[config.mk]
export PLATFORM = sky130hd
export DESIGN_NAME = ppm_ir_frame_transmitter
export DESIGN_NICKNAME = d
export VERILOG_FILES = /design/src/rtl/ppmir_pkg.sv /design/src/rtl/ppmir_ctrl.sv /design/src/rtl/ppmir_dp.sv /design/src/rtl/ppm_ir_frame_transmitter.sv
export SDC_FILE = /design/constraint.sdc
export NUM_CORES = 2
export LEC_CHECK = 0
export BUFFER_PORTS_ARGS = -buffer_cell sky130_fd_sc_hd__buf_4
export CORE_MARGIN = 2
export CORE_UTILIZATION = 55
export DETAILED_ROUTE_END_ITERATION = 6
export PLACE_DENSITY = 0.71
export SKIP_CTS_REPAIR_TIMING = 1
export SLEW_MARGIN = 20
export SYNTH_ARGS = -nofsm -noshare
export SYNTH_HDL_FRONTEND = slang
export SYNTH_SLANG_ARGS = --single-unit
[constraint.sdc]
create_clock -name clk -period 14.2 [get_ports clk]
set_input_delay 0 -clock clk [delete_from_list [all_inputs] [get_ports clk]]
set_output_delay 0 -clock clk [all_outputs]
set_load 0.01 [all_outputs]
[src/rtl/ppmir_pkg.sv]
// Shared types, command codes, register indexes and reset values for the
// pulse-position infrared frame sender. No dependencies.
`timescale 1ns / 1ps

package ppmir_pkg;

  localparam int FRAME_BYTES_DEF = 255;

  localparam int CFG_DATA_W = 32;
  localparam int CFG_IDX_W  = 3;
  localparam int TIME_W     = 20;
  localparam int REP_W      = 8;
  localparam int GAP_W      = 32;

  // register indexes
  localparam logic [CFG_IDX_W-1:0] CFG_BURST     = 3'd0;
  localparam logic [CFG_IDX_W-1:0] CFG_GAP_SYM0  = 3'd1;
  localparam logic [CFG_IDX_W-1:0] CFG_GAP_SYM1  = 3'd2;
  localparam logic [CFG_IDX_W-1:0] CFG_GAP_SYM2  = 3'd3;
  localparam logic [CFG_IDX_W-1:0] CFG_GAP_SYM3  = 3'd4;
  localparam logic [CFG_IDX_W-1:0] CFG_REPEAT    = 3'd5;
  localparam logic [CFG_IDX_W-1:0] CFG_FRAME_GAP = 3'd6;

  // register reset values
  localparam logic [TIME_W-1:0] BURST_RST     = 20'd10082;
  localparam logic [TIME_W-1:0] GAP_SYM0_RST  = 20'd15122;
  localparam logic [TIME_W-1:0] GAP_SYM1_RST  = 20'd60481;
  localparam logic [TIME_W-1:0] GAP_SYM2_RST  = 20'd30238;
  localparam logic [TIME_W-1:0] GAP_SYM3_RST  = 20'd45359;
  localparam logic [REP_W-1:0]  REPEAT_RST    = 8'd0;
  localparam logic [GAP_W-1:0]  FRAME_GAP_RST = 32'd0;

  typedef enum logic [1:0] {
    CMD_LOAD  = 2'd0,
    CMD_START = 2'd1,
    CMD_TICK  = 2'd2,
    CMD_CLEAR = 2'd3
  } cmd_e;

  typedef enum logic [4:0] {
    PH_IDLE      = 5'b00001,
    PH_BURST     = 5'b00010,
    PH_GAP       = 5'b00100,
    PH_FINAL     = 5'b01000,
    PH_FRAMEGAP  = 5'b10000
  } phase_e;

  // controller to datapath
  typedef struct packed {
    logic capture;
    logic mem_read;
    logic exec;
  } ctrl_cmd_t;

endpackage

[src/rtl/ppmir_ctrl.sv]
// Word sequencer for the frame sender: capture, store read, update.
// Depends on ppmir_pkg.
`timescale 1ns / 1ps

module ppmir_ctrl
  import ppmir_pkg::*;
(
  input  logic      clk,
  input  logic      rst,
  input  logic      start,
  output logic      busy,
  output ctrl_cmd_t ctrl
);

  typedef enum logic [2:0] {
    C_IDLE = 3'b001,
    C_READ = 3'b010,
    C_EXEC = 3'b100
  } ctl_state_e;

  ctl_state_e state, state_next;

  always_comb begin
    state_next = state;
    case (state)
      C_IDLE: begin
        if (start) state_next = C_READ;
      end
      C_READ:  state_next = C_EXEC;
      C_EXEC:  state_next = C_IDLE;
      default: state_next = C_IDLE;
    endcase
  end

  always_ff @(posedge clk) begin
    if (rst) begin
      state <= C_IDLE;
    end else begin
      state <= state_next;
    end
  end

  assign busy          = (state != C_IDLE);
  assign ctrl.capture  = (state == C_IDLE) && start;
  assign ctrl.mem_read = (state == C_READ);
  assign ctrl.exec     = (state == C_EXEC);

endmodule

[src/rtl/ppmir_dp.sv]
// Datapath of the frame sender: config registers, frame store, symbol timers
// and result registers. Depends on ppmir_pkg.
`timescale 1ns / 1ps

module ppmir_dp
  import ppmir_pkg::*;
#(
  parameter int FRAME_BYTES = FRAME_BYTES_DEF
) (
  input  logic                  clk,
  input  logic                  rst,
  input  ctrl_cmd_t             ctrl,
  input  logic [1:0]            command,
  input  logic [7:0]            byte_value,
  input  logic                  cfg_we,
  input  logic [CFG_IDX_W-1:0]  cfg_index,
  input  logic [CFG_DATA_W-1:0] cfg_data,
  output logic                  strobe,
  output logic                  carrier_gate,
  output logic                  busy_res,
  output logic                  accepted,
  output logic                  done_res
);

  localparam int ADDR_W = (FRAME_BYTES > 1) ? $clog2(FRAME_BYTES) : 1;
  localparam int LEN_W  = $clog2(FRAME_BYTES + 1);

  // configuration
  logic [TIME_W-1:0] burst_ticks;
  logic [TIME_W-1:0] gap_ticks [4];
  logic [REP_W-1:0]  repeat_count;
  logic [GAP_W-1:0]  frame_gap_ticks;

  // captured word
  cmd_e       cmd_q;
  logic [7:0] byte_q;

  // frame store
  logic [7:0] mem [FRAME_BYTES];
  logic [7:0] rdata;
  logic       mem_we;

  // send state
  logic [LEN_W-1:0] frame_length, frame_length_next;
  logic [LEN_W-1:0] byte_position, byte_position_next;
  logic [1:0]       symbol_position, symbol_position_next;
  phase_e           phase, phase_next;
  logic [GAP_W-1:0] tick_count, tick_count_next;
  logic [REP_W-1:0] repeats_sent, repeats_sent_next;
  logic             acc, done;

  logic             sending;
  logic [GAP_W-1:0] cnt_inc;
  logic [GAP_W-1:0] burst_lim;
  logic [GAP_W-1:0] gap_lim;
  logic [7:0]       cur_byte;
  logic [7:0]       sym_shift;
  logic [LEN_W-1:0] bpos_step;

  always_ff @(posedge clk) begin
    if (rst) begin
      burst_ticks     <= BURST_RST;
      gap_ticks[0]    <= GAP_SYM0_RST;
      gap_ticks[1]    <= GAP_SYM1_RST;
      gap_ticks[2]    <= GAP_SYM2_RST;
      gap_ticks[3]    <= GAP_SYM3_RST;
      repeat_count    <= REPEAT_RST;
      frame_gap_ticks <= FRAME_GAP_RST;
    end else if (cfg_we) begin
      case (cfg_index)
        CFG_BURST:     burst_ticks     <= cfg_data[TIME_W-1:0];
        CFG_GAP_SYM0:  gap_ticks[0]    <= cfg_data[TIME_W-1:0];
        CFG_GAP_SYM1:  gap_ticks[1]    <= cfg_data[TIME_W-1:0];
        CFG_GAP_SYM2:  gap_ticks[2]    <= cfg_data[TIME_W-1:0];
        CFG_GAP_SYM3:  gap_ticks[3]    <= cfg_data[TIME_W-1:0];
        CFG_REPEAT:    repeat_count    <= cfg_data[REP_W-1:0];
        CFG_FRAME_GAP: frame_gap_ticks <= cfg_data[GAP_W-1:0];
        default: ;
      endcase
    end
  end

  always_ff @(posedge clk) begin
    if (ctrl.capture) begin
      cmd_q  <= cmd_e'(command);
      byte_q <= byte_value;
    end
  end

  // one write port, one registered read port
  always_ff @(posedge clk) begin
    if (mem_we) begin
      mem[frame_length[ADDR_W-1:0]] <= byte_q;
    end
    if (ctrl.mem_read) begin
      rdata <= mem[byte_position[ADDR_W-1:0]];
    end
  end

  assign sending   = (phase != PH_IDLE);
  assign cnt_inc   = tick_count + GAP_W'(1);
  assign burst_lim = GAP_W'(burst_ticks);
  assign cur_byte  = (byte_position < frame_length) ? rdata : 8'd0;
  assign sym_shift = cur_byte >> {symbol_position, 1'b0};
  assign gap_lim   = GAP_W'(gap_ticks[sym_shift[1:0]]);
  assign bpos_step = byte_position + LEN_W'(1);

  always_comb begin
    frame_length_next    = frame_length;
    byte_position_next   = byte_position;
    symbol_position_next = symbol_position;
    phase_next           = phase;
    tick_count_next      = tick_count;
    repeats_sent_next    = repeats_sent;
    acc                  = 1'b0;
    done                 = 1'b0;
    mem_we               = 1'b0;
    if (ctrl.exec) begin
      case (cmd_q)
        CMD_LOAD: begin
          if (!sending && (frame_length < LEN_W'(FRAME_BYTES))) begin
            mem_we            = 1'b1;
            frame_length_next = frame_length + LEN_W'(1);
            acc               = 1'b1;
          end
        end
        CMD_START: begin
          if (!sending && (frame_length != '0)) begin
            repeats_sent_next    = '0;
            byte_position_next   = '0;
            symbol_position_next = '0;
            tick_count_next      = '0;
            phase_next           = PH_BURST;
            acc                  = 1'b1;
          end
        end
        CMD_TICK: begin
          case (phase)
            PH_IDLE: ;
            PH_BURST: begin
              if (cnt_inc >= burst_lim) begin
                phase_next      = PH_GAP;
                tick_count_next = '0;
              end else begin
                tick_count_next = cnt_inc;
              end
            end
            PH_GAP: begin
              if (cnt_inc >= gap_lim) begin
                tick_count_next = '0;
                if (symbol_position == 2'd3) begin
                  symbol_position_next = '0;
                  byte_position_next   = bpos_step;
                  phase_next = (bpos_step >= frame_length) ? PH_FINAL : PH_BURST;
                end else begin
                  symbol_position_next = symbol_position + 2'd1;
                  phase_next = (byte_position >= frame_length) ? PH_FINAL : PH_BURST;
                end
              end else begin
                tick_count_next = cnt_inc;
              end
            end
            PH_FINAL: begin
              if (cnt_inc >= burst_lim) begin
                tick_count_next = '0;
                if (repeats_sent >= repeat_count) begin
                  phase_next           = PH_IDLE;
                  repeats_sent_next    = '0;
                  byte_position_next   = '0;
                  symbol_position_next = '0;
                  done                 = 1'b1;
                end else begin
                  repeats_sent_next = repeats_sent + REP_W'(1);
                  if (frame_gap_ticks != '0) begin
                    phase_next = PH_FRAMEGAP;
                  end else begin
                    byte_position_next   = '0;
                    symbol_position_next = '0;
                    phase_next           = PH_BURST;
                  end
                end
              end else begin
                tick_count_next = cnt_inc;
              end
            end
            PH_FRAMEGAP: begin
              if (cnt_inc >= frame_gap_ticks) begin
                byte_position_next   = '0;
                symbol_position_next = '0;
                tick_count_next      = '0;
                phase_next           = PH_BURST;
              end else begin
                tick_count_next = cnt_inc;
              end
            end
            default: begin
              phase_next      = PH_IDLE;
              tick_count_next = '0;
            end
          endcase
        end
        CMD_CLEAR: begin
          if (!sending) begin
            frame_length_next    = '0;
            byte_position_next   = '0;
            symbol_position_next = '0;
            acc                  = 1'b1;
          end
        end
        default: ;
      endcase
    end
  end

  always_ff @(posedge clk) begin
    if (rst) begin
      frame_length    <= '0;
      byte_position   <= '0;
      symbol_position <= '0;
      phase           <= PH_IDLE;
      tick_count      <= '0;
      repeats_sent    <= '0;
      strobe          <= 1'b0;
    end else begin
      frame_length    <= frame_length_next;
      byte_position   <= byte_position_next;
      symbol_position <= symbol_position_next;
      phase           <= phase_next;
      tick_count      <= tick_count_next;
      repeats_sent    <= repeats_sent_next;
      strobe          <= ctrl.exec;
    end
  end

  // result word, shown for one cycle with strobe
  always_ff @(posedge clk) begin
    if (ctrl.exec) begin
      carrier_gate <= (phase_next == PH_BURST) || (phase_next == PH_FINAL);
      busy_res     <= (phase_next != PH_IDLE);
      accepted     <= acc;
      done_res     <= done;
    end
  end

endmodule

[src/rtl/ppm_ir_frame_transmitter.sv]
// Top level of the pulse-position infrared frame sender: sequencer plus
// datapath. Depends on ppmir_pkg, ppmir_ctrl and ppmir_dp.
//
//   channel   ports                                        handshake
//   input     command, byte_value                          start & !busy
//   result    carrier_gate, busy_res, accepted, done_res   strobe, one cycle
//   config    cfg_index, cfg_data                          cfg_we
//
// Each word passes through capture, frame store read and state update in turn;
// the registered frame store read adds the read step. The result is shown with
// strobe high in the cycle after the update, and the next word can be taken
// in that same cycle. The receiver cannot stall. Synchronous reset returns
// the sender to idle with an empty store and default register values.
`timescale 1ns / 1ps

module ppm_ir_frame_transmitter
  import ppmir_pkg::*;
#(
  parameter int FRAME_BYTES = FRAME_BYTES_DEF
) (
  input  logic                  clk,
  input  logic                  rst,
  input  logic                  start,
  output logic                  busy,
  input  logic [1:0]            command,
  input  logic [7:0]            byte_value,
  output logic                  strobe,
  output logic                  carrier_gate,
  output logic                  busy_res,
  output logic                  accepted,
  output logic                  done_res,
  input  logic                  cfg_we,
  input  logic [CFG_IDX_W-1:0]  cfg_index,
  input  logic [CFG_DATA_W-1:0] cfg_data
);

  ctrl_cmd_t ctrl;

  ppmir_ctrl u_ctrl (
    .clk   (clk),
    .rst   (rst),
    .start (start),
    .busy  (busy),
    .ctrl  (ctrl)
  );

  ppmir_dp #(
    .FRAME_BYTES (FRAME_BYTES)
  ) u_dp (
    .clk          (clk),
    .rst          (rst),
    .ctrl         (ctrl),
    .command      (command),
    .byte_value   (byte_value),
    .cfg_we       (cfg_we),
    .cfg_index    (cfg_index),
    .cfg_data     (cfg_data),
    .strobe       (strobe),
    .carrier_gate (carrier_gate),
    .busy_res     (busy_res),
    .accepted     (accepted),
    .done_res     (done_res)
  );

endmodule

After elaboration in Yosys (flattened, before gate mapping):

Memories as Yosys holds them, arrays and structs flattened. A register that Yosys moved wholly into a read port is not among the register bits.
Cells that the tools add are included.

* register bits: 141
* memory bits (writable): 2120
* input bits: 49
* output and inout bits: 6
* word-level logic and storage cells: 174
* memories: 2

Memory list
* u_dp.mem: words 255, width 8, read ports 1, clocked after Yosys merged registers in 1, write ports 1, RTL line ppmir_dp.sv:39 `logic [7:0] mem [FRAME_BYTES];`
* u_dp.gap_ticks: words 4, width 20, read ports 1, clocked after Yosys merged registers in 0, write ports 4, RTL line ppmir_dp.sv:30 `logic [TIME_W-1:0] gap_ticks [4];`

* add/sub/neg operators: 5
* magnitude comparators: 8
* equality and inequality tests: 36
* shift-type cells: 1
* multiplexer cells: 79
* bitwise logic cells: 4
* reductions and logical operators: 22

Operator list (count)
* 2-to-1 mux 32 bit: 4
* case mux 32 bit (4 select lines): 1
* 2-to-1 mux 8 bit: 13
* 2-to-1 mux 20 bit: 4
* >= comparator 32 x 20 -> 1 bit: 2
* case mux 32 bit (2 select lines): 1
* case mux 8 bit (3 select lines): 2
* 2-to-1 mux 5 bit: 9
* adder 32 x 1 -> 32 bit (second input constant): 1
* >= comparator 32 bit: 1
* case mux 8 bit (2 select lines): 2
* nonzero test 32 bit: 1
* 2-to-1 mux 1 bit: 26
* case mux 5 bit (5 select lines): 1
* adder 8 x 1 -> 8 bit (second input constant): 3
* >= comparator 8 bit: 3
* 2-to-1 mux 2 bit: 8
* equality test 3 bit (second input constant): 4
* != test 3 x 2 -> 1 bit (second input constant): 4
* case mux 2 bit (3 select lines): 2
* equality test 5 x 2 -> 1 bit (second input constant): 2
* equality test 5 x 4 -> 1 bit (second input constant): 2
* != test 5 x 1 -> 1 bit (second input constant): 2
* case mux 5 bit (2 select lines): 1
* 35 further kinds: 56

Depth between registers and ports, before layout:

An unclocked memory read counts as a cell.

* word-level depth: 11
* mapped depth: 27
* gate-level depth less buffers: 21

Hierarchy:

From an unflattened synthesis, not the netlist that was laid out.

* cell total of the unflattened synthesis: 4664
* area, all modules: 91421.4 um^2

Modules (own cells, without submodules)
* ppmir_dp: times used 1, cells each 4649, area each 91281.3 um^2, seq. area each 66804.1 um^2
* ppmir_ctrl: times used 1, cells each 15, area each 140.1 um^2, seq. area each 60.1 um^2

Worst setup path after synthesis:

No wires, ideal clock.

* kind: flip-flop to flip-flop
* start point: register u_dp.byte_position[0]
* end point: register u_dp.byte_position[1]
* setup time: 0.116 ns
* arrival time: 5.824 ns
* data required time: 14.084 ns
* slack: 8.260 ns
* stages on the path, launching flop included: 27
* buffers on the path: 5
* clock period less this slack: 5.940 ns
* cell sequence: dfxtp_1 clkbuf_1 clkbuf_1 buf_1 clkbuf_1 inv_1 ha_1 nor2b_1 o21ai_0 nand2b_1 a21oi_1 o21a_1 nand2_1 buf_1 mux2i_1 nand2_1 o221ai_1 ha_1 a21o_1 a21o_1 a221o_1 a2111oi_0 nand3_1 a211o_4 a31oi_4 nor2_1 a41o_1

* longest elaborated chain between the ends: 7
* elaborated cells between the ends (all ways): 12
* classes of those cells: add/sub: 1; order compare: 2; eq/ne: 1; shift: 1; mux: 5; reduce/logical: 1; memory: 1

Ends and longest elaborated chain
* start, declared: RTL line ppmir_dp.sv:45 `logic [LEN_W-1:0] byte_position, byte_position_next;`
* start signal, assigned: RTL line ppmir_dp.sv:226 `byte_position <= byte_position_next;`
* less-than comparator 8 bit: RTL line ppmir_dp.sv:103 `assign cur_byte = (byte_position < frame_length) ? rdata : 8'd0;`
* 2-to-1 mux 8 bit: RTL line ppmir_dp.sv:103
* right shift 8 x 3 -> 2 bit: RTL line ppmir_dp.sv:104 `assign sym_shift = cur_byte >> {symbol_position, 1'b0};`
* memory read (4 x 20 bit)
* >= comparator 32 x 20 -> 1 bit: RTL line ppmir_dp.sv:149 `if (cnt_inc >= gap_lim) begin`
* != test 3 x 2 -> 1 bit (no source line)
* AND reduction 10 bit (no source line)

Parallel ways exist; a longest one is shown, timed or not. The select of a mux whose other input is x is not followed.
A chain may end at the register's enable or synchronous reset.

Worst setup path after layout:

* start point: register u_dp.byte_position[1]
* end point: register u_dp.tick_count[10]

* longest elaborated chain between the ends: 8

Ends and longest elaborated chain
* less-than comparator 8 bit: RTL line ppmir_dp.sv:103
* 2-to-1 mux 8 bit: RTL line ppmir_dp.sv:103
* right shift 8 x 3 -> 2 bit: RTL line ppmir_dp.sv:104
* memory read (4 x 20 bit)
* >= comparator 32 x 20 -> 1 bit: RTL line ppmir_dp.sv:149
* 2-to-1 mux 32 bit: RTL line ppmir_dp.sv:149
* case mux 32 bit (4 select lines): RTL line ppmir_dp.sv:138 `case (phase)`
* case mux 32 bit (2 select lines): RTL line ppmir_dp.sv:119 `case (cmd_q)`
* end signal, assigned: RTL line ppmir_dp.sv:229 `tick_count <= tick_count_next;`
* end, declared: RTL line ppmir_dp.sv:48 `logic [GAP_W-1:0] tick_count, tick_count_next;`

No other way between the ends.

==> metrics.cfg <==
[run]
maxCapViolCount=0

[grt]
grt_max_degree=176
antenna_found_initial=15
first_global_vias=44700
grt.total_usage_pct=25.1
grt_remaining_overflow=0
grt_pass1_wl_mm=309

[die]
die_h_um=412
io-pin-count=55
start_util_pct=55.4
core_um2=165000
rows=149
die_area_um2=169000
die_x_um=412

[finish]
final_cell_mix=edfxtp_1 (2,142), mux4_2 (658), nor2_1 (315)
area_delta_synth_final_pct=11.9
seqCellArea_um2=66900
multi_input_area_um2=23400
layout_commonest_cell=edfxtp_1
drive_gt1_share_pct=22.9
layout.cells.non_filler=7177
nNetsFinal=4967
n_fill_cell=11200

[detailed_routing]
vias_per_cell=6.39
wl_per_cell_um=29.5
vias=45900
drc=16
ant_nets=0
drt-total-wl_mm=212
drtPass1Iterations=7
drt_iter0_drc=6198

[synthesis]
synth_edf_count=2142
async_flop_share_pct=0
ys_ff_latch=2269
netlist_area_um2=91400
syn_inst=4626
ys_warn_count=0
synth-main-ff-cell=edfxtp_1
synth_cell_types=80
synth_nets=4784
avgSynthCellArea_um2=19.7
ys_seq_area_share_pct=73.2

[power_and_ir_drop]
seq_power_share_pct=55.6
power_mw=13.3
peakVddDrop_mv=0.109
power_frac_clock_pct=42.6
comb_power_share_pct=1.8
p_leak_nw=31.3
switchingPower_mw=2.64
p_int_mw=10.6
p_sw_share_pct=19.9
power.density_nw_per_um2=130

[run_status]
status=finished, violations left
violations=design-rule violations

[setup_path]
critPathLaunch=u_dp.byte_position[1]
crit_required_ns=14.98
cp_max_fo=36
worstPathArrival_ns=7.86
worstSetupPathType=flip-flop to flip-flop
reg2reg_depth=20
endpoint=u_dp.tick_count[10]
regToRegStartpoint=u_dp.byte_position[1]
start_kind=flip-flop
r2r_end=u_dp.tick_count[10]
reg2reg_slack_ns=7.12
critPathCaptureType=flip-flop

[placement]
gp_congestion=0.853
placed_cells=6681
port_buffers=54
hpwl_mm=126

[timing]
setup_viol=0
fin_crit_sh_pct=49.9
rsz0062_at_grt=no
fmaxAchievable_ghz=0.141
fin_tns_setup_ns=0
hold_violations=0
worst_pin_slew_ns=1.21
finalClockSkew_ns=0.0529
relSlewSlack_pct=18.9
drv_slew=0
min_period_ns=7.08

[hold_path]
hold_class=input port to flip-flop

[clock_tree]
cts_root_buf=clkbuf_16
insertion_delay_ns=0.86
cts_tree=done
cts.path.max_buffers=3
clkSlewWorstSetupHoldPaths_ns=0.06
cts.sinks=2269
htreeDepth=4
cts_made_buffers=217

[critical path: stages, from the launching register on]
cell and delay [ns]:
dfxtp_4 0.72, ha_1 0.35, nor2b_1 0.14, o21ai_0 0.16, nand2b_1 0.07, a21oi_1 0.16
o21a_1 0.34, nand2_1 0.54, or2_2 0.66, o221ai_1 0.24, ha_1 0.29, a21o_1 0.16
a21o_1 0.16, a221o_1 0.35, a2111oi_0 0.72, buf_4 0.25, nand3_1 0.10, a211o_4 0.42
a21boi_4 0.72, o21ai_0 0.21, a31oi_1 0.22
[final cells by class]
type | count | area share, %
tap | 2189 | 2.68
clock inverter | 110 | 1.09
antenna | 2 | 0.00490
clock buffer | 286 | 5.69
timing repair buffer | 215 | 1.91
multi-input combinational | 2020 | 22.9
sequential | 2269 | 65.4
inverter | 86 | 0.316
[power groups by stage]
stage	registers, mW	clock network, mW	logic, mW
global placement	7.51	0	0.209
finish	7.37	5.65	0.240
CTS	7.37	5.71	0.221
detailed placement	7.51	0	0.221
floorplan	7.59	0	0.0480
global route	7.37	5.95	0.261
[cells in the mapped netlist, types with 9 or more instances]
cell,count,area share (%)
mux4_2,658,16
dfxtp_1,127,2.8
and3_1,16,0.11
buf_1,62,0.25
nor2_1,317,1.3
nand3_1,40,0.22
o221ai_1,20,0.19
mux2i_1,62,0.68
clkbuf_1,181,0.74
nand2b_1,44,0.30
nand2_1,237,0.97
edfxtp_1,2142,70
a21o_1,20,0.16
o21ai_0,57,0.31
xnor2_1,30,0.29
ha_1,109,1.5
nor3_1,22,0.12
a31oi_1,9,0.062
a22o_1,18,0.17
o211ai_1,15,0.12
or2_2,10,0.068
and2_1,56,0.38
nand4_1,24,0.16
nor4_1,16,0.11
a21oi_1,101,0.55
a211oi_1,12,0.099
xor2_1,12,0.12
inv_1,86,0.35
[flip-flops by register name (all words and copies together), names as in the netlist]
name,flops
u_dp.carrier_gate,1
u_dp.frame_length,8
u_dp.byte_q,8
u_dp.gap_ticks,80
u_dp.busy_res,1
u_dp.byte_position,8
u_dp.repeat_count,8
u_dp.tick_count,32
u_dp.symbol_position,2
u_dp.strobe,1
u_dp.frame_gap_ticks,32
u_dp.accepted,1
u_dp.mem,2040
u_dp.done_res,1
u_dp.cmd_q,2
u_dp.burst_ticks,20
u_dp.rdata,8
u_ctrl.state,3
u_dp.phase,5
u_dp.repeats_sent,8
[through the flow]
step / worst slack, ns / instance area, um2 / hold WS (ns) / util, %
2_1_floorplan: 8.26 / 91400 / 0.0989 / -
3_3_place_gp: 7.15 / 94200 / 0.178 / 57.1
3_5_place_dp: 7.11 / 94200 / 0.179 / 57.1
4_1_cts: 7.08 / 101000 / -0.751 / 61.3
5_1_grt: 6.60 / 102000 / 0.00751 / 61.9
6_report: 7.12 / 102000 / 0.0130 / 61.9
[metal layers]
layer	vias to the layer above	global-route usage, %	share of wire, %
met2	2076	39.4	49
met1	24200	36.7	40
li1	19200	-	-
met5	-	0	0.025
met3	305	4.53	8.4
met4	8	6.95	2.6
[cells by family after synthesis]
family / after synthesis / share of synthesized area [%]
DFF: 2269 / 73.2
AOI/OAI and AO/OA: 315 / 2.35
muxes: 728 / 17.0
buffers and inverters: 337 / 1.40
and+or+nand+nor: 826 / 4.15
xor gates and xnor gates: 42 / 0.403
adders and majority gates: 109 / 1.49
[worst min-delay path by stage]
stage,start,to,slack (ns),cells past startpoint
2_1_floorplan,byte_value[0],u_dp.byte_q[0],0.1,0
3_3_place_gp,byte_value[7],u_dp.byte_q[7],0.18,1
3_5_place_dp,byte_value[3],u_dp.byte_q[3],0.18,1
4_1_cts,command[1],u_dp.cmd_q[1],-0.75,1
5_1_grt,cfg_data[10],u_dp.burst_ticks[10],0.008,4
6_report,cfg_data[31],u_dp.frame_gap_ticks[31],0.01,4
Note: power is estimated with default switching activity, not from simulation.
